--- src/cfp_pkg.sv ---
// ----------------------------------------------------------------------------
// Credit flow controller package
// Shared item and result types, operation and result codes, register
// indexes, reset values and the controller-to-datapath interface structs.
// ----------------------------------------------------------------------------
`default_nettype none

package cfp_pkg;

  // Default number of entries in the ack backlog.
  localparam int BACKLOG_DEPTH_DEF = 16;

  // Upper bound on backlog entries drained by a single receive.
  localparam int MAX_DRAIN = 17;
  localparam int DRAIN_W   = $clog2(MAX_DRAIN + 1);

  // Operation codes of an input request.
  localparam logic [1:0] OP_RECEIVE    = 2'd0;
  localparam logic [1:0] OP_SEND       = 2'd1;
  localparam logic [1:0] OP_CONNECT    = 2'd2;
  localparam logic [1:0] OP_DISCONNECT = 2'd3;

  // Configuration register indexes.
  localparam logic [1:0] REG_CREDIT_CAP = 2'd0;
  localparam logic [1:0] REG_PEER_GRANT = 2'd1;
  localparam logic [1:0] REG_CHUNK_LEN  = 2'd2;

  // Configuration reset values.
  localparam logic [9:0]  CREDIT_CAP_RST = 10'd15;
  localparam logic [9:0]  PEER_GRANT_RST = 10'd16;
  localparam logic [23:0] CHUNK_LEN_RST  = 24'd65536;

  // Saturation limits of the counters.
  localparam logic [9:0]  COUNT_MAX = 10'h3FF;
  localparam logic [15:0] REQ_MAX   = 16'hFFFF;

  // Result kinds.
  localparam logic [3:0] K_ACK        = 4'd0;
  localparam logic [3:0] K_WRITE_ONLY = 4'd1;
  localparam logic [3:0] K_DRAIN      = 4'd2;
  localparam logic [3:0] K_NOOP       = 4'd3;
  localparam logic [3:0] K_DELIVER    = 4'd4;
  localparam logic [3:0] K_RELEASE    = 4'd5;
  localparam logic [3:0] K_FREE       = 4'd6;
  localparam logic [3:0] K_FULL       = 4'd7;
  localparam logic [3:0] K_OVERFLOW   = 4'd8;

  typedef struct packed {
    logic [1:0]  op;
    logic [9:0]  msg_credits;
    logic        is_request;
    logic [15:0] tag;
    logic [23:0] xfer_size;
  } item_t;

  typedef struct packed {
    logic [3:0]  kind;
    logic [15:0] out_tag;
    logic [9:0]  credits_returned;
    logic [23:0] send_size;
    logic        last;
  } result_t;

  // Commands from the controller to the datapath.
  typedef struct packed {
    logic       latch;
    logic       clear_conn;
    logic       set_broken;
    logic       rx_add;
    logic       mem_rd;
    logic       drain_step;
    logic       req_inc;
    logic       ret_bump;
    logic       ack_step;
    logic       queue_push;
    logic       out_dec;
    logic       emit;
    logic [3:0] emit_kind;
    logic       emit_last;
  } cmd_t;

  // Status from the datapath to the controller.
  typedef struct packed {
    logic [1:0] new_op;
    logic       is_request;
    logic       out_free;
    logic       overflow;
    logic       drain_after_add;
    logic       noop_after_add;
    logic       drain_ok;
    logic       drain_more_after;
    logic       noop_if_zero;
    logic       noop_if_cur;
    logic       credit_nz;
    logic       backlog_full;
    logic       broken;
    logic       outst_zero;
    logic       outst_dec_zero;
  } sts_t;

endpackage

`default_nettype wire

--- src/cfp_datapath.sv ---
// ----------------------------------------------------------------------------
// Credit flow controller datapath
// Holds the configuration, the connection counters, the ack backlog memory
// and the result register, and acts on the controller's commands.
// ----------------------------------------------------------------------------
`default_nettype none

module cfp_datapath #(
  parameter int BACKLOG_DEPTH = cfp_pkg::BACKLOG_DEPTH_DEF
) (
  input  wire logic             clk,
  input  wire logic             rst,
  input  wire logic             cfg_wr_en,
  input  wire logic [1:0]       cfg_index,
  input  wire logic [23:0]      cfg_data,
  input  wire cfp_pkg::item_t   item,
  input  wire cfp_pkg::cmd_t    cmd,
  output cfp_pkg::sts_t         sts,
  output logic                  result_valid,
  input  wire logic             result_stall,
  output cfp_pkg::result_t      result
);

  localparam int PW = $clog2(BACKLOG_DEPTH);
  localparam int FW = $clog2(BACKLOG_DEPTH + 1);
  localparam int SW = FW + 1;
  localparam logic [PW-1:0] HEAD_LAST = PW'(BACKLOG_DEPTH - 1);
  localparam logic [FW-1:0] FILL_FULL = FW'(BACKLOG_DEPTH);
  localparam logic [SW-1:0] DEPTH_S   = SW'(BACKLOG_DEPTH);

  logic [9:0]          credit_cap;
  logic [9:0]          peer_grant;
  logic [23:0]         chunk_len;
  cfp_pkg::item_t      cur;
  logic [9:0]          credit_count;
  logic [9:0]          returning_count;
  logic [15:0]         outstanding;
  logic                conn_broken;
  logic [PW-1:0]       backlog_head;
  logic [FW-1:0]       backlog_fill;
  logic [15:0]         rd_tag;
  logic [15:0]         backlog_mem [BACKLOG_DEPTH];

  logic [10:0]         credit_sum;
  logic                overflow;
  logic [9:0]          credit_added;
  logic [9:0]          noop_thresh;
  logic [9:0]          ret_inc;
  logic                noop_if_cur;
  logic                noop_if_zero;
  logic                fill_nz;
  logic                drain_after_add;
  logic [SW-1:0]       wr_sum;
  logic [PW-1:0]       wr_addr;
  logic [PW-1:0]       head_next;
  logic [23:0]         size_min;
  logic                out_free;
  cfp_pkg::result_t    new_res;

  always_comb begin
    credit_sum      = {1'b0, credit_count} + {1'b0, cur.msg_credits};
    overflow        = credit_sum > {1'b0, credit_cap};
    credit_added    = overflow ? credit_cap : credit_sum[9:0];
    noop_thresh     = {1'b0, peer_grant[9:1]};
    ret_inc         = (returning_count == cfp_pkg::COUNT_MAX) ? cfp_pkg::COUNT_MAX
                                                              : returning_count + 10'd1;
    noop_if_cur     = ret_inc >= noop_thresh;
    noop_if_zero    = 10'd1 >= noop_thresh;
    fill_nz         = backlog_fill != '0;
    drain_after_add = (credit_added != 10'd0) && fill_nz;
    wr_sum          = SW'(backlog_head) + SW'(backlog_fill);
    wr_addr         = (wr_sum >= DEPTH_S) ? PW'(wr_sum - DEPTH_S) : PW'(wr_sum);
    head_next       = (backlog_head == HEAD_LAST) ? '0 : backlog_head + PW'(1);
    size_min        = (cur.xfer_size < chunk_len) ? cur.xfer_size : chunk_len;
    out_free        = !result_valid || !result_stall;
  end

  always_comb begin
    sts.new_op           = item.op;
    sts.is_request       = cur.is_request;
    sts.out_free         = out_free;
    sts.overflow         = overflow;
    sts.drain_after_add  = drain_after_add;
    sts.noop_after_add   = drain_after_add ? noop_if_zero : noop_if_cur;
    sts.drain_ok         = (credit_count != 10'd0) && fill_nz;
    sts.drain_more_after = (credit_count > 10'd1) && (backlog_fill > FW'(1));
    sts.noop_if_zero     = noop_if_zero;
    sts.noop_if_cur      = noop_if_cur;
    sts.credit_nz        = credit_count != 10'd0;
    sts.backlog_full     = backlog_fill == FILL_FULL;
    sts.broken           = conn_broken;
    sts.outst_zero       = outstanding == 16'd0;
    sts.outst_dec_zero   = outstanding <= 16'd1;
  end

  // Field contents depend on the result kind; unused fields are zero.
  always_comb begin
    new_res.kind = cmd.emit_kind;
    new_res.last = cmd.emit_last;
    unique case (cmd.emit_kind)
      cfp_pkg::K_ACK, cfp_pkg::K_WRITE_ONLY, cfp_pkg::K_FULL: begin
        new_res.out_tag          = cur.tag;
        new_res.credits_returned = (cmd.emit_kind == cfp_pkg::K_ACK) ? returning_count
                                                                     : 10'd0;
        new_res.send_size        = size_min;
      end
      cfp_pkg::K_RELEASE: begin
        new_res.out_tag          = cur.tag;
        new_res.credits_returned = 10'd0;
        new_res.send_size        = 24'd0;
      end
      cfp_pkg::K_DRAIN: begin
        new_res.out_tag          = rd_tag;
        new_res.credits_returned = returning_count;
        new_res.send_size        = 24'd0;
      end
      cfp_pkg::K_NOOP: begin
        new_res.out_tag          = 16'd0;
        new_res.credits_returned = ret_inc;
        new_res.send_size        = 24'd0;
      end
      default: begin
        new_res.out_tag          = 16'd0;
        new_res.credits_returned = 10'd0;
        new_res.send_size        = 24'd0;
      end
    endcase
  end

  always_ff @(posedge clk) begin
    if (rst) begin
      credit_cap      <= cfp_pkg::CREDIT_CAP_RST;
      peer_grant      <= cfp_pkg::PEER_GRANT_RST;
      chunk_len       <= cfp_pkg::CHUNK_LEN_RST;
      credit_count    <= 10'd0;
      returning_count <= 10'd0;
      outstanding     <= 16'd0;
      conn_broken     <= 1'b0;
      backlog_head    <= '0;
      backlog_fill    <= '0;
      result_valid    <= 1'b0;
    end else begin
      if (cfg_wr_en) begin
        unique case (cfg_index)
          cfp_pkg::REG_CREDIT_CAP: credit_cap <= cfg_data[9:0];
          cfp_pkg::REG_PEER_GRANT: peer_grant <= cfg_data[9:0];
          cfp_pkg::REG_CHUNK_LEN:  chunk_len  <= cfg_data;
          default: ;
        endcase
      end
      if (cmd.clear_conn) begin
        credit_count    <= peer_grant;
        returning_count <= 10'd0;
        outstanding     <= 16'd0;
        conn_broken     <= 1'b0;
        backlog_head    <= '0;
        backlog_fill    <= '0;
      end
      if (cmd.set_broken) begin
        conn_broken <= 1'b1;
      end
      if (cmd.rx_add) begin
        credit_count <= credit_added;
      end
      if (cmd.drain_step) begin
        returning_count <= 10'd0;
        backlog_head    <= head_next;
        backlog_fill    <= backlog_fill - FW'(1);
        credit_count    <= credit_count - 10'd1;
      end
      if (cmd.req_inc && (outstanding != cfp_pkg::REQ_MAX)) begin
        outstanding <= outstanding + 16'd1;
      end
      if (cmd.ret_bump) begin
        returning_count <= noop_if_cur ? 10'd0 : ret_inc;
      end
      if (cmd.ack_step) begin
        returning_count <= 10'd0;
        credit_count    <= credit_count - 10'd1;
      end
      if (cmd.queue_push) begin
        backlog_fill <= backlog_fill + FW'(1);
      end
      if (cmd.out_dec && (outstanding != 16'd0)) begin
        outstanding <= outstanding - 16'd1;
      end
      if (cmd.emit) begin
        result_valid <= 1'b1;
      end else if (!result_stall) begin
        result_valid <= 1'b0;
      end
    end
  end

  always_ff @(posedge clk) begin
    if (cmd.latch) begin
      cur <= item;
    end
    if (cmd.emit) begin
      result <= new_res;
    end
  end

  always_ff @(posedge clk) begin
    if (cmd.queue_push) begin
      backlog_mem[wr_addr] <= cur.tag;
    end
    if (cmd.mem_rd) begin
      rd_tag <= backlog_mem[backlog_head];
    end
  end

endmodule

`default_nettype wire

--- src/cfp_ctrl.sv ---
// ----------------------------------------------------------------------------
// Credit flow controller sequencer
// State machine that walks one request through its steps and tells the
// datapath what to update and which result to produce.
// ----------------------------------------------------------------------------
`default_nettype none

module cfp_ctrl (
  input  wire logic          clk,
  input  wire logic          rst,
  input  wire logic          item_valid,
  output logic               item_stall,
  output cfp_pkg::cmd_t      cmd,
  input  wire cfp_pkg::sts_t sts
);

  localparam logic [3:0] S_IDLE       = 4'd0;
  localparam logic [3:0] S_RX_ADD     = 4'd1;
  localparam logic [3:0] S_DRAIN_RD   = 4'd2;
  localparam logic [3:0] S_DRAIN_EMIT = 4'd3;
  localparam logic [3:0] S_RX_REQ     = 4'd4;
  localparam logic [3:0] S_RX_NOOP    = 4'd5;
  localparam logic [3:0] S_TX         = 4'd6;
  localparam logic [3:0] S_TX_FREE    = 4'd7;
  localparam logic [3:0] S_DISC       = 4'd8;

  localparam logic [cfp_pkg::DRAIN_W-1:0] DRAIN_MAX  = cfp_pkg::DRAIN_W'(cfp_pkg::MAX_DRAIN);
  localparam logic [cfp_pkg::DRAIN_W-1:0] DRAIN_LAST =
    cfp_pkg::DRAIN_W'(cfp_pkg::MAX_DRAIN - 1);

  logic [3:0]                     state;
  logic [3:0]                     state_next;
  logic [cfp_pkg::DRAIN_W-1:0]    drained;
  logic [cfp_pkg::DRAIN_W-1:0]    drained_next;

  assign item_stall = state != S_IDLE;

  always_comb begin
    cmd          = '0;
    state_next   = state;
    drained_next = drained;
    unique case (state)
      S_IDLE: begin
        if (item_valid) begin
          cmd.latch    = 1'b1;
          drained_next = '0;
          unique case (sts.new_op)
            cfp_pkg::OP_RECEIVE:    state_next = S_RX_ADD;
            cfp_pkg::OP_SEND:       state_next = S_TX;
            cfp_pkg::OP_CONNECT:    cmd.clear_conn = 1'b1;
            cfp_pkg::OP_DISCONNECT: state_next = S_DISC;
            default:                state_next = S_IDLE;
          endcase
        end
      end
      S_RX_ADD: begin
        if (!sts.overflow || sts.out_free) begin
          cmd.rx_add    = 1'b1;
          cmd.emit      = sts.overflow;
          cmd.emit_kind = cfp_pkg::K_OVERFLOW;
          cmd.emit_last = !(sts.drain_after_add || sts.is_request || sts.noop_after_add);
          state_next    = S_DRAIN_RD;
        end
      end
      S_DRAIN_RD: begin
        if (sts.drain_ok && (drained < DRAIN_MAX)) begin
          cmd.mem_rd = 1'b1;
          state_next = S_DRAIN_EMIT;
        end else begin
          state_next = S_RX_REQ;
        end
      end
      S_DRAIN_EMIT: begin
        if (sts.out_free) begin
          cmd.emit       = 1'b1;
          cmd.emit_kind  = cfp_pkg::K_DRAIN;
          cmd.emit_last  = !((sts.drain_more_after && (drained < DRAIN_LAST)) ||
                             sts.is_request || sts.noop_if_zero);
          cmd.drain_step = 1'b1;
          drained_next   = drained + cfp_pkg::DRAIN_W'(1);
          state_next     = S_DRAIN_RD;
        end
      end
      S_RX_REQ: begin
        if (!sts.is_request) begin
          state_next = S_RX_NOOP;
        end else if (sts.out_free) begin
          cmd.emit      = 1'b1;
          cmd.emit_kind = cfp_pkg::K_DELIVER;
          cmd.emit_last = !sts.noop_if_cur;
          cmd.req_inc   = 1'b1;
          state_next    = S_RX_NOOP;
        end
      end
      S_RX_NOOP: begin
        if (!sts.noop_if_cur) begin
          cmd.ret_bump = 1'b1;
          state_next   = S_IDLE;
        end else if (sts.out_free) begin
          cmd.emit      = 1'b1;
          cmd.emit_kind = cfp_pkg::K_NOOP;
          cmd.emit_last = 1'b1;
          cmd.ret_bump  = 1'b1;
          state_next    = S_IDLE;
        end
      end
      S_TX: begin
        if (sts.out_free) begin
          cmd.out_dec = 1'b1;
          cmd.emit    = 1'b1;
          state_next  = S_IDLE;
          if (sts.broken) begin
            cmd.emit_kind = cfp_pkg::K_RELEASE;
            cmd.emit_last = !sts.outst_dec_zero;
            if (sts.outst_dec_zero) begin
              state_next = S_TX_FREE;
            end
          end else if (sts.credit_nz) begin
            cmd.emit_kind = cfp_pkg::K_ACK;
            cmd.emit_last = 1'b1;
            cmd.ack_step  = 1'b1;
          end else if (!sts.backlog_full) begin
            cmd.emit_kind  = cfp_pkg::K_WRITE_ONLY;
            cmd.emit_last  = 1'b1;
            cmd.queue_push = 1'b1;
          end else begin
            cmd.emit_kind = cfp_pkg::K_FULL;
            cmd.emit_last = 1'b1;
          end
        end
      end
      S_TX_FREE: begin
        if (sts.out_free) begin
          cmd.emit      = 1'b1;
          cmd.emit_kind = cfp_pkg::K_FREE;
          cmd.emit_last = 1'b1;
          state_next    = S_IDLE;
        end
      end
      S_DISC: begin
        if (!sts.outst_zero) begin
          cmd.set_broken = 1'b1;
          state_next     = S_IDLE;
        end else if (sts.out_free) begin
          cmd.set_broken = 1'b1;
          cmd.emit       = 1'b1;
          cmd.emit_kind  = cfp_pkg::K_FREE;
          cmd.emit_last  = 1'b1;
          state_next     = S_IDLE;
        end
      end
      default: begin
        state_next = S_IDLE;
      end
    endcase
  end

  always_ff @(posedge clk) begin
    if (rst) begin
      state   <= S_IDLE;
      drained <= '0;
    end else begin
      state   <= state_next;
      drained <= drained_next;
    end
  end

endmodule

`default_nettype wire

--- src/credit_flow_controller_core.sv ---
// ----------------------------------------------------------------------------
// Credit flow controller core: send-credit engine of one connection.
// A connect takes effect on acceptance; a send also emits a free when a chunk
// release frees the connection; a receive drains backlog acks one by one; each
// result waits for the single output register. Synchronous reset clears
// counters, backlog pointers and control; backlog memory contents are kept.
// ----------------------------------------------------------------------------
`default_nettype none

module credit_flow_controller_core #(
  parameter int BACKLOG_DEPTH = cfp_pkg::BACKLOG_DEPTH_DEF
) (
  input  wire logic            clk,
  input  wire logic            rst,
  // Configuration write port.
  input  wire logic            cfg_wr_en,
  input  wire logic [1:0]      cfg_index,
  input  wire logic [23:0]     cfg_data,
  // Request channel.
  input  wire logic            item_valid,
  output logic                 item_stall,
  input  wire cfp_pkg::item_t  item,
  // Result channel.
  output logic                 result_valid,
  input  wire logic            result_stall,
  output cfp_pkg::result_t     result
);

  // The sequencer owns the order of steps: add returned credits, drain the
  // backlog one entry at a time, deliver a request, then decide on a noop.
  // Every step that produces a result first waits until the output register
  // can take it, so a stalled consumer simply freezes the sequence.
  cfp_pkg::cmd_t cmd;
  cfp_pkg::sts_t sts;

  cfp_ctrl u_ctrl (
    .clk        (clk),
    .rst        (rst),
    .item_valid (item_valid),
    .item_stall (item_stall),
    .cmd        (cmd),
    .sts        (sts)
  );

  // The datapath keeps the credit, returning and outstanding-request counters,
  // the backlog memory with its head pointer and fill count, and the result
  // register. The last flag of each result is worked out ahead from the
  // status lookahead, so results leave as soon as they are formed.
  cfp_datapath #(
    .BACKLOG_DEPTH (BACKLOG_DEPTH)
  ) u_datapath (
    .clk          (clk),
    .rst          (rst),
    .cfg_wr_en    (cfg_wr_en),
    .cfg_index    (cfg_index),
    .cfg_data     (cfg_data),
    .item         (item),
    .cmd          (cmd),
    .sts          (sts),
    .result_valid (result_valid),
    .result_stall (result_stall),
    .result       (result)
  );

  // A result is only formed when the output register has room for it.
  a_emit_has_room: assert property (@(posedge clk) disable iff (rst)
    cmd.emit |-> sts.out_free)
    else $error("result formed while the output register is occupied");

  // A backlog read is only issued for a filled entry with a credit to spend.
  a_drain_read_valid: assert property (@(posedge clk) disable iff (rst)
    cmd.mem_rd |-> sts.drain_ok)
    else $error("backlog read without a queued entry or a credit");

  // An ack is queued only on a live connection that is out of credits and
  // whose backlog still has room.
  a_queue_push_legal: assert property (@(posedge clk) disable iff (rst)
    cmd.queue_push |-> (!sts.backlog_full && !sts.credit_nz && !sts.broken))
    else $error("ack queued when it should have been sent or refused");

  // A new request is never taken while a result of the previous one is formed.
  a_accept_not_busy: assert property (@(posedge clk) disable iff (rst)
    (item_valid && !item_stall) |-> !cmd.emit)
    else $error("request accepted while a result is being formed");

endmodule

`default_nettype wire
--- config.mk ---
export PLATFORM = sky130hd
export DESIGN_NAME = credit_flow_controller_core
export DESIGN_NICKNAME = d
export VERILOG_FILES = /design/src/cfp_pkg.sv /design/src/cfp_datapath.sv /design/src/cfp_ctrl.sv /design/src/credit_flow_controller_core.sv
export SDC_FILE = /design/constraint.sdc
export NUM_CORES = 1
export LEC_CHECK = 0
export ABC_AREA = 0
export ABC_CLOCK_PERIOD_IN_PS = 9300
export BUFFER_PORTS_ARGS = -buffer_cell sky130_fd_sc_hd__buf_2
export CORE_AREA = 4 4 193 195
export CTS_BUF_LIST = sky130_fd_sc_hd__clkbuf_16
export DETAILED_ROUTE_END_ITERATION = 7
export DIE_AREA = 0 0 197 199
export GPL_TIMING_DRIVEN = 0
export HOLD_SLACK_MARGIN = 0.15
export PLACE_DENSITY = 0.8
export RECOVER_POWER = 50
export SYNTH_ARGS = -nofsm -noshare
export SYNTH_HDL_FRONTEND = slang
export SYNTH_SLANG_ARGS = --single-unit
--- constraint.sdc ---
create_clock -name clk -period 9.3 [get_ports clk]
set_input_delay 0.465 -clock clk [delete_from_list [all_inputs] [get_ports clk]]
set_output_delay 0.465 -clock clk [all_outputs]
set_load 0.01 [all_outputs]
==> results_dict.tcl, run 1 <==
set metrics [dict create \
    synth_seq_cells 478 \
    end_kind "register" \
    tightest_slew_ns 1.71 \
    instances_no_fill 2365 \
    syn_inst 1587 \
    worstSkewPairLatency_ns 0.61 \
    crit_required_ns 9.63 \
    arrival_ns 6.39 \
    synth_common_cells "edfxtp_1 (378), nand2_1 (135), dfxtp_1 (100), nor2_1 (100), mux4_2 (81)" \
    synth_area_leaders "edfxtp_1 (53%), dfxtp_1 (9.3%), mux4_2 (8.5%), ha_1 (3.8%), nand2_1 (2.4%)" \
    async_flop_share 0 \
    synth_top_area_cell "edfxtp_1" \
    ant_nets 0 \
    drv_cap 1 \
    final_core_util 0.719 \
    multiInputGateArea_um2 7620 \
    finalCriticalPeriod_ns 6.05 \
    drc_errors 0 \
    powerDensity_nw_per_um2 254 \
    cts_tree "done" \
    post-synth-top-area-fraction 0.528 \
    area_delta_synth_final_pct 18.4 \
    initial_core_util 0.607 \
    regArea_um2 13400 \
    place.gp.congestion 0.929 \
    synth-seq-area-share 0.621 \
    groute.usage.overall 0.305 \
    cts_resized 0 \
    fin_tns_setup_ns 0 \
    grt_max_degree 33 \
    wirelength_um 60200 \
    dr_wl_met2_um 30100 \
    hpwl_um 38800 \
    drive_above_1_share 0.154 \
    synth_cell_types 79 \
    met1_length_um 22500 \
    die_area_um2 39200 \
    finalCritPeriodShare 0.651 \
    antenna_found_initial 0 \
    die_y_um 199 \
    port_buffers 140 \
    placedCellCount 2209 \
    pin_count 141 \
    diodes 0 \
    cts.path.max_buffers 3 \
    first_pass_iters 6 \
    fmax_mhz 165 \
    skew_ns 0.0202 \
    relSlewSlack -0.140 \
    finalNetCount 2022 \
    coreArea_um2 35400 \
    status "finished, violations left" \
    synth_most_common_cell "edfxtp_1" \
    via_per_inst 6.58 \
    violations "max-capacitance violations, max-slew violations" \
    die_w_um 197 \
    finalSetupViolations 0 \
    ys_warn_count 0 \
    synthesis.nets 1739 \
    start_kind "register" \
    vdd_drop_max_mv 0.210 \
    drt_iter0_markers 1665 \
    n_fill_cell 2321 \
    synth_edf_count 378 \
    row_count 69 \
    leakage_nw 8.72 \
    synth_area_per_cell_um2 13.5 \
    routedWlPerCell_um 25.4 \
    final_area_um2 25400 \
    rsz0062_at_grt "no" \
    numCtsBuffers 47 \
    grt_pass1_vias 15100 \
    cts.reportedPaths.clkPinSlew_ns 0.06 \
    synthFlopType "edfxtp_1" \
    htree_levels 2 \
    syn_area_um2 21500 \
    clkSinkCount 478 \
    worstPathMaxFanout 10 \
    via_count 15600 \
    grt_overflow 0 \
    grt_pass1_wl_um 90200 \
    postCtsSetupRepairBufs 0 \
    crit_type "reg -> reg" \
    hold_viol_final 0 \
    root_buffer "clkbuf_16" \
    slew_violations 32 \
    placed_cell_area_um2 23200 \
    hp-class "in -> reg" \
    route.top_layer_used "met4" \
    met3_length_um 4950 \
]
## routing by layer
| metal | track usage | vias to the layer above |
|---|---|---|
| li1 | - | 6810 |
| met1 | 0.400 | 7637 |
| met2 | 0.514 | 923 |
| met3 | 0.0432 | 180 |
| met4 | 0.136 | 0 |
| met5 | 0 | - |
## layout make-up
type	count	share of cell area
plain buffers	83	0.0126
clock buffers	51	0.0502
clock inverters	32	0.0124
inverters	60	0.00885
multi-input cells	966	0.300
flip-flops and latches	478	0.525
well taps	461	0.0227
repair buffers	234	0.0689
## registers in the layout, summed over array words and instances, names as in the netlist
signal / flops
u_datapath.chunk_len: 24
u_datapath.result: 55
u_datapath.returning_count: 10
u_datapath.backlog_head: 4
u_datapath.peer_grant: 10
u_datapath.backlog_fill: 5
u_datapath.sts: 1
u_datapath.backlog_mem: 256
u_datapath.result_valid: 1
u_datapath.cur: 50
u_datapath.credit_cap: 10
u_datapath.outstanding: 16
u_datapath.rd_tag: 16
u_ctrl.state: 4
u_ctrl.drained: 5
u_datapath.credit_count: 10
u_datapath.conn_broken: 1
## worst paths after layout
check                             start                       end  slack, ns  depth (start not counted)
min                         cfg_data[9]   u_datapath.chunk_len[9]       0.17                          3
max reg2reg  u_datapath.credit_count[0]     u_datapath.result[42]       3.25                         15
max          u_datapath.credit_count[0]     u_datapath.result[42]       3.25                         15
min reg2reg    u_datapath.chunk_len[18]  u_datapath.chunk_len[18]       0.50                          2
## per-stage QoR
| step | hold slack [ns] | worst slack, ns | total power, mW |
|---|---|---|---|
| 3_3_place_gp | 0.475 | -2.00 | 4.47 |
| 3_5_place_dp | 0.483 | 3.35 | 4.50 |
| 5_1_grt | 0.173 | 2.96 | 6.73 |
| 6_report | 0.169 | 3.25 | 6.47 |
| 4_1_cts | 0.152 | 3.35 | 6.49 |
| 2_1_floorplan | 0.459 | 1.83 | 3.88 |
## power breakdown
part	total, mW	switching (mW)	internal (mW)
Sequential	2.87	0.186	2.68
Clock	1.97	0.837	1.13
Combinational	1.63	1.07	0.557
Total	6.47	2.09	4.37
## cells in the final DEF (no fill, tap or decap), drive strengths merged, types with 8 or more instances in the layout
| master | instances |
|---|---|
| a211oi | 15 |
| a21o | 16 |
| a21oi | 77 |
| a22o | 33 |
| a31oi | 37 |
| and3 | 10 |
| buf | 105 |
| clkbuf | 190 |
| clkinv | 18 |
| dfxtp | 100 |
| dlygate4sd3 | 73 |
| edfxtp | 378 |
| ha | 66 |
| inv | 68 |
| mux2i | 10 |
| mux4 | 81 |
| nand2 | 136 |
| nand2b | 14 |
| nand3 | 24 |
| nand4 | 44 |
| nor2 | 100 |
| nor2b | 8 |
| nor3 | 40 |
| nor4 | 17 |
| o211ai | 33 |
| o21ai | 39 |
| o31ai | 9 |
| or3 | 12 |
| or4 | 10 |
| xnor2 | 19 |
| xor2 | 11 |
## logic make-up after synthesis
logic type	after synthesis	share of synthesized area
AOI/OAI and AO/OA	332	0.107
xor gates and xnor gates	30	0.0122
adders and majority gates	68	0.0403
buffers and inverters	143	0.0255
DFF	478	0.621
muxes	94	0.0911
and+or+nand+nor	442	0.102
## critical path, stage by stage, from the launching register on
cell and delay (ns):
dfxtp_1 0.39, ha_1 0.27, fa_1 0.43, a211oi_1 0.47, o21bai_1 0.14, a21oi_1 0.22, xnor2_1 0.18, ha_1 0.25
a211oi_1 0.24, nand2_1 0.10, o311ai_0 0.77, nand3_1 0.54, o21ai_1 0.36, a31oi_1 0.51, clkbuf_1 0.54, a22o_1 0.37
## repair_timing
action                                  in CTS  in global routing
hold endpoints to repair                    79                  0
endpoints found under the setup margin       0                  0
hold buffers                                73                  0
No activity file was read; power rests on OpenSTA's default activity.
==> inputs of run 2 (changes only) <==
- ABC_CLOCK_PERIOD_IN_PS: 9300 -> 6200
- clock period: 9.3 -> 6.2 ns (I/O delays scaled with it)
==> results_dict.tcl, run 2 (same netlist as run 1, synthesis figures left out) <==
set metrics [dict create \
    n_fill_cell 2397 \
    layout_common_cells "edfxtp_1 (378), clkbuf_1 (137), nand2_1 (135)" \
    ant_nets 0 \
    dp_slack_ns 0.243 \
    die_y_um 199 \
    initial_core_util 0.607 \
    first_pass_iters 6 \
    largest_register_ffs 256 \
    via_per_inst 6.53 \
    pin_count 141 \
    root_buffer "clkbuf_16" \
    largest_register "u_datapath.backlog_mem" \
    drt_iter0_markers 1719 \
    wirelength_um 59900 \
    place.gp.congestion 0.940 \
    cts.reportedPaths.clkPinSlew_ns 0.07 \
    routedWlPerCell_um 25.2 \
    cts_tree "done" \
    drv_cap 1 \
    worstSkewPairLatency_ns 0.60 \
    relSlewSlack -0.183 \
    die_area_um2 39200 \
    finalCritPeriodShare 0.947 \
    finalNetCount 2030 \
    grt_max_degree 35 \
    worstPathMaxFanout 10 \
    grt_pass1_vias 15500 \
    numCtsBuffers 48 \
    die_w_um 197 \
    finalCriticalPeriod_ns 5.87 \
    htree_levels 2 \
    coreArea_um2 35400 \
    hp-class "in -> reg" \
    powerDensity_nw_per_um2 373 \
    drive_above_1_share 0.151 \
    crit_type "reg -> reg" \
    port_buffers 140 \
    slew_violations 34 \
    hpwl_um 39700 \
    reg.largest.list "u_datapath.backlog_mem: 256 flops, u_datapath.result: 55 flops, u_datapath.cur: 50 flops" \
    clkSinkCount 478 \
    hold_viol_final 0 \
    start_kind "register" \
    power.total_mw 9.48 \
    violations "max-capacitance violations, max-slew violations" \
    cts.path.max_buffers 3 \
    leakage_nw 8.70 \
    drc_errors 0 \
    final_common_cell "edfxtp_1" \
    finalSetupViolations 0 \
    row_count 69 \
    crit_required_ns 6.54 \
    rsz0062_at_grt "no" \
    via_count 15500 \
    setup_ws_ns 0.330 \
    fmax_mhz 170 \
    skew_ns 0.0143 \
    antenna_found_initial 0 \
    grt_pass1_wl_um 90000 \
    grt_overflow 0 \
    end_kind "register" \
    status "finished, violations left" \
    area_delta_synth_final_pct 18.2 \
    arrival_ns 6.21 \
    diodes 0 \
    groute.usage.overall 0.302 \
    tightest_slew_ns 1.77 \
    vdd_drop_max_mv 0.313 \
]
run 2: where the power goes:
group	internal, mW	switching [mW]	total (mW)
logic	0.876	1.61	2.49
registers	4.03	0.275	4.30
clock network	1.45	1.23	2.69
total	6.36	3.12	9.48
run 2: path summary, 6_finish.rpt:
path                            slack [ns]  cells after the start                       start                  endpoint
worst max register to register        0.33                     15  u_datapath.credit_count[0]     u_datapath.result[44]
worst min register to register        0.49                      2    u_datapath.chunk_len[17]  u_datapath.chunk_len[17]
worst max-delay path                  0.33                     15  u_datapath.credit_count[0]     u_datapath.result[44]
worst min-delay path                  0.17                      4                  item_valid         u_ctrl.drained[1]
run 2: area by class of cell:
type,count,area [µm²],share of cell area
Sequential cell,478,13400,0.526
Multi-Input combinational cell,966,7630,0.300
Timing Repair Buffer,241,1860,0.0733
Clock buffer,48,1200,0.0473
Tap cell,461,577,0.0227
Buffer,83,322,0.0127
Clock inverter,36,228,0.00897
Inverter,60,225,0.00887
run 2: metal layers:
layer	GRT usage	routed length [µm]
met1	0.385	22100
met2	0.520	30200
met3	0.0527	4960
met4	0.123	2620
met5	0	0
run 2: stage by stage:
stage,util,TNS [ns],area (µm²),instances,hold slack (ns)
2_1_floorplan,-,0,21500,1587,0.409
3_5_place_dp,0.658,0,23300,2210,0.482
6_report,0.717,0,25400,2373,0.166
4_1_cts,0.721,0,25500,2373,0.155
5_1_grt,0.717,0,25400,2373,0.174
3_3_place_gp,0.643,-139.21,22800,2188,0.475
run 2: worst max-delay path, stage by stage, from the launching register on:
cell and delay [ns]:
dfxtp_1 0.40, ha_1 0.28, fa_1 0.43, a211oi_1 0.42, o21bai_1 0.15, a211oi_1 0.33
a21oi_1 0.16, ha_1 0.22, a211oi_1 0.22, nand2_1 0.10, o311ai_0 0.76, nand3_1 0.55
o21ai_1 0.38, a31oi_2 0.37, clkbuf_1 0.48, a22o_1 0.35
run 2: timing repair:
item                                   CTS  global route
setup buffers                            0             0
gates resized for setup                  0             0
hold buffers                            79             0
endpoints found under the hold margin   99             0
==> inputs of run 3 (changes only) <==
- CORE_AREA: 4 4 193 195 -> 4 4 203 205
- DIE_AREA: 0 0 197 199 -> 0 0 207 209
- GPL_TIMING_DRIVEN: 0 -> not set
- PLACE_DENSITY: 0.8 -> 0.73
==> results_dict.tcl, run 3 (same netlist as run 1, synthesis figures left out) <==
set metrics [dict create \
    status "finished, violations left" \
    violations "max-capacitance violations, max-slew violations" \
    final_core_util 0.637 \
    reg.largest.list "u_datapath.backlog_mem: 256 flops, u_datapath.result: 55 flops, u_datapath.cur: 50 flops" \
    switching_share 0.320 \
    hold_viol_final 0 \
    cts.reportedPaths.clkPinSlew_ns 0.06 \
    p_seq_frac 0.452 \
    grt_max_degree 89 \
    leakage_nw 8.64 \
    grt_overflow 0 \
    crit_required_ns 6.44 \
    placedCellCount 2204 \
    powerDensity_nw_per_um2 385 \
    rsz0062_at_grt "no" \
    vdd_drop_max_mv 0.234 \
    drive_above_1_share 0.153 \
    pin_count 141 \
    crit_type "reg -> reg" \
    ant_nets 0 \
    coreArea_um2 39500 \
    slew_violations 130 \
    clkSinkCount 478 \
    die_area_um2 43300 \
    numCtsBuffers 49 \
    grt_pass1_vias 14500 \
    comb_power_share 0.238 \
    hpwl_um 33300 \
    place.gp.congestion 0.923 \
    largest_register_ffs 256 \
    drc_errors 0 \
    via_per_inst 6.24 \
    initial_core_util 0.545 \
    worstPathMaxFanout 29 \
    fmax_mhz 195 \
    finalCriticalPeriod_ns 5.14 \
    power_switching_mw 3.10 \
    finalNetCount 1960 \
    worstSkewPairLatency_ns 0.60 \
    cts_tree "done" \
    via_count 14800 \
    diodes 0 \
    relSlewSlack -1.50 \
    grt_pass1_wl_um 84800 \
    internal_power_mw 6.58 \
    final_common_cell "edfxtp_1" \
    port_buffers 140 \
    drv_cap 3 \
    tightest_slew_ns 3.74 \
    whs_ns 0.218 \
    instances_no_fill 2374 \
    cts.path.max_buffers 3 \
    row_count 73 \
    arrival_ns 5.38 \
    area_delta_synth_final_pct 17.0 \
    die_w_um 207 \
    skew_ns 0.0200 \
    drt_iter0_markers 1509 \
    htree_levels 2 \
    cts_resized 0 \
    hp-class "in -> reg" \
    end_kind "register" \
    finalSetupViolations 0 \
    largest_register "u_datapath.backlog_mem" \
    start_kind "register" \
    groute.usage.overall 0.248 \
    routedWlPerCell_um 22.8 \
    wirelength_um 54200 \
    first_pass_iters 5 \
    finalCritPeriodShare 0.828 \
    antenna_found_initial 0 \
    fin_tns_setup_ns 0 \
    clkPwrFrac 0.310 \
    layout_common_cells "edfxtp_1 (378), nand2_1 (135), nor2_1 (100)" \
    die_y_um 209 \
    root_buffer "clkbuf_16" \
]
==> run 3: changes by cell type in the layout (fill, tap and decap cells not counted), sizes merged <==
cell / change
clkbuf: -64
bufinv: +6
buf: -5
clkinv: -2
clkinvlp: +2
dlygate4sd3: -1
inv: +1
==> run 3: power groups by stage <==
stage / logic (mW) / clock network (mW) / registers [mW]
4_1_cts: 2.34 / 3.06 / 4.36
3_5_place_dp: 2.29 / 0 / 4.42
3_3_place_gp: 2.26 / 0 / 4.41
5_1_grt: 2.51 / 3.20 / 4.41
6_report: 2.30 / 3.01 / 4.38
2_1_floorplan: 1.43 / 0 / 4.38
==> run 3: final cells by class <==
cell class                 count  area (µm²)
timing repair buffer         253        1650
clock inverter                43         433
clock buffer                  49        1230
sequential                   478       13400
multi-input combinational    966        7610
inverter                      60         225
fill                        2933       14300
tap                          525         657
==> run 3: critical path: stages (launching register included) <==
cell and delay, ns:
dfxtp_1 0.37, ha_1 0.26, fa_1 0.44, a211oi_1 0.47
o21bai_1 0.14, a211oi_1 0.24, a21oi_1 0.13, ha_1 0.33
nand4_1 0.09, a21oi_1 0.17, o311ai_0 0.35, nand2_1 0.23
nand2_1 0.12, o21ai_4 0.90, buf_4 0.54
==> run 3: final timing paths <==
check / startpoint / end / slack, ns / cells after the start
setup / recovery: u_datapath.credit_count[0] / u_datapath.result[7] / 1.06 / 14
hold / removal: item[51] / u_ctrl.state[0] / 0.22 / 4
setup reg to reg: u_datapath.credit_count[0] / u_datapath.result[7] / 1.06 / 14
hold reg to reg: u_datapath.chunk_len[10] / u_datapath.chunk_len[10] / 0.49 / 2
==> run 3: what timing repair did <==
action,CTS,global route
hold buffers,78,0
setup buffers,0,0
endpoints found under the hold margin,97,0
==> run 3: per-stage QoR <==
step / setup WS, ns / power, mW / cell area, µm²
floorplan: 0.210 / 5.81 / 21500
global placement: 1.17 / 6.68 / 22800
detailed placement: 1.11 / 6.71 / 22800
CTS: 1.11 / 9.76 / 25300
global route: 0.783 / 10.1 / 25100
finish: 1.06 / 9.69 / 25100
==> run 3: per-layer routing <==
metal  share of wire  up-vias  global-route usage
met3           0.066      110              0.0432
li1                -     6700                   -
met4           0.031        0              0.0821
met1            0.41     7367               0.341
met2            0.49      626               0.406
met5               0        -                   0
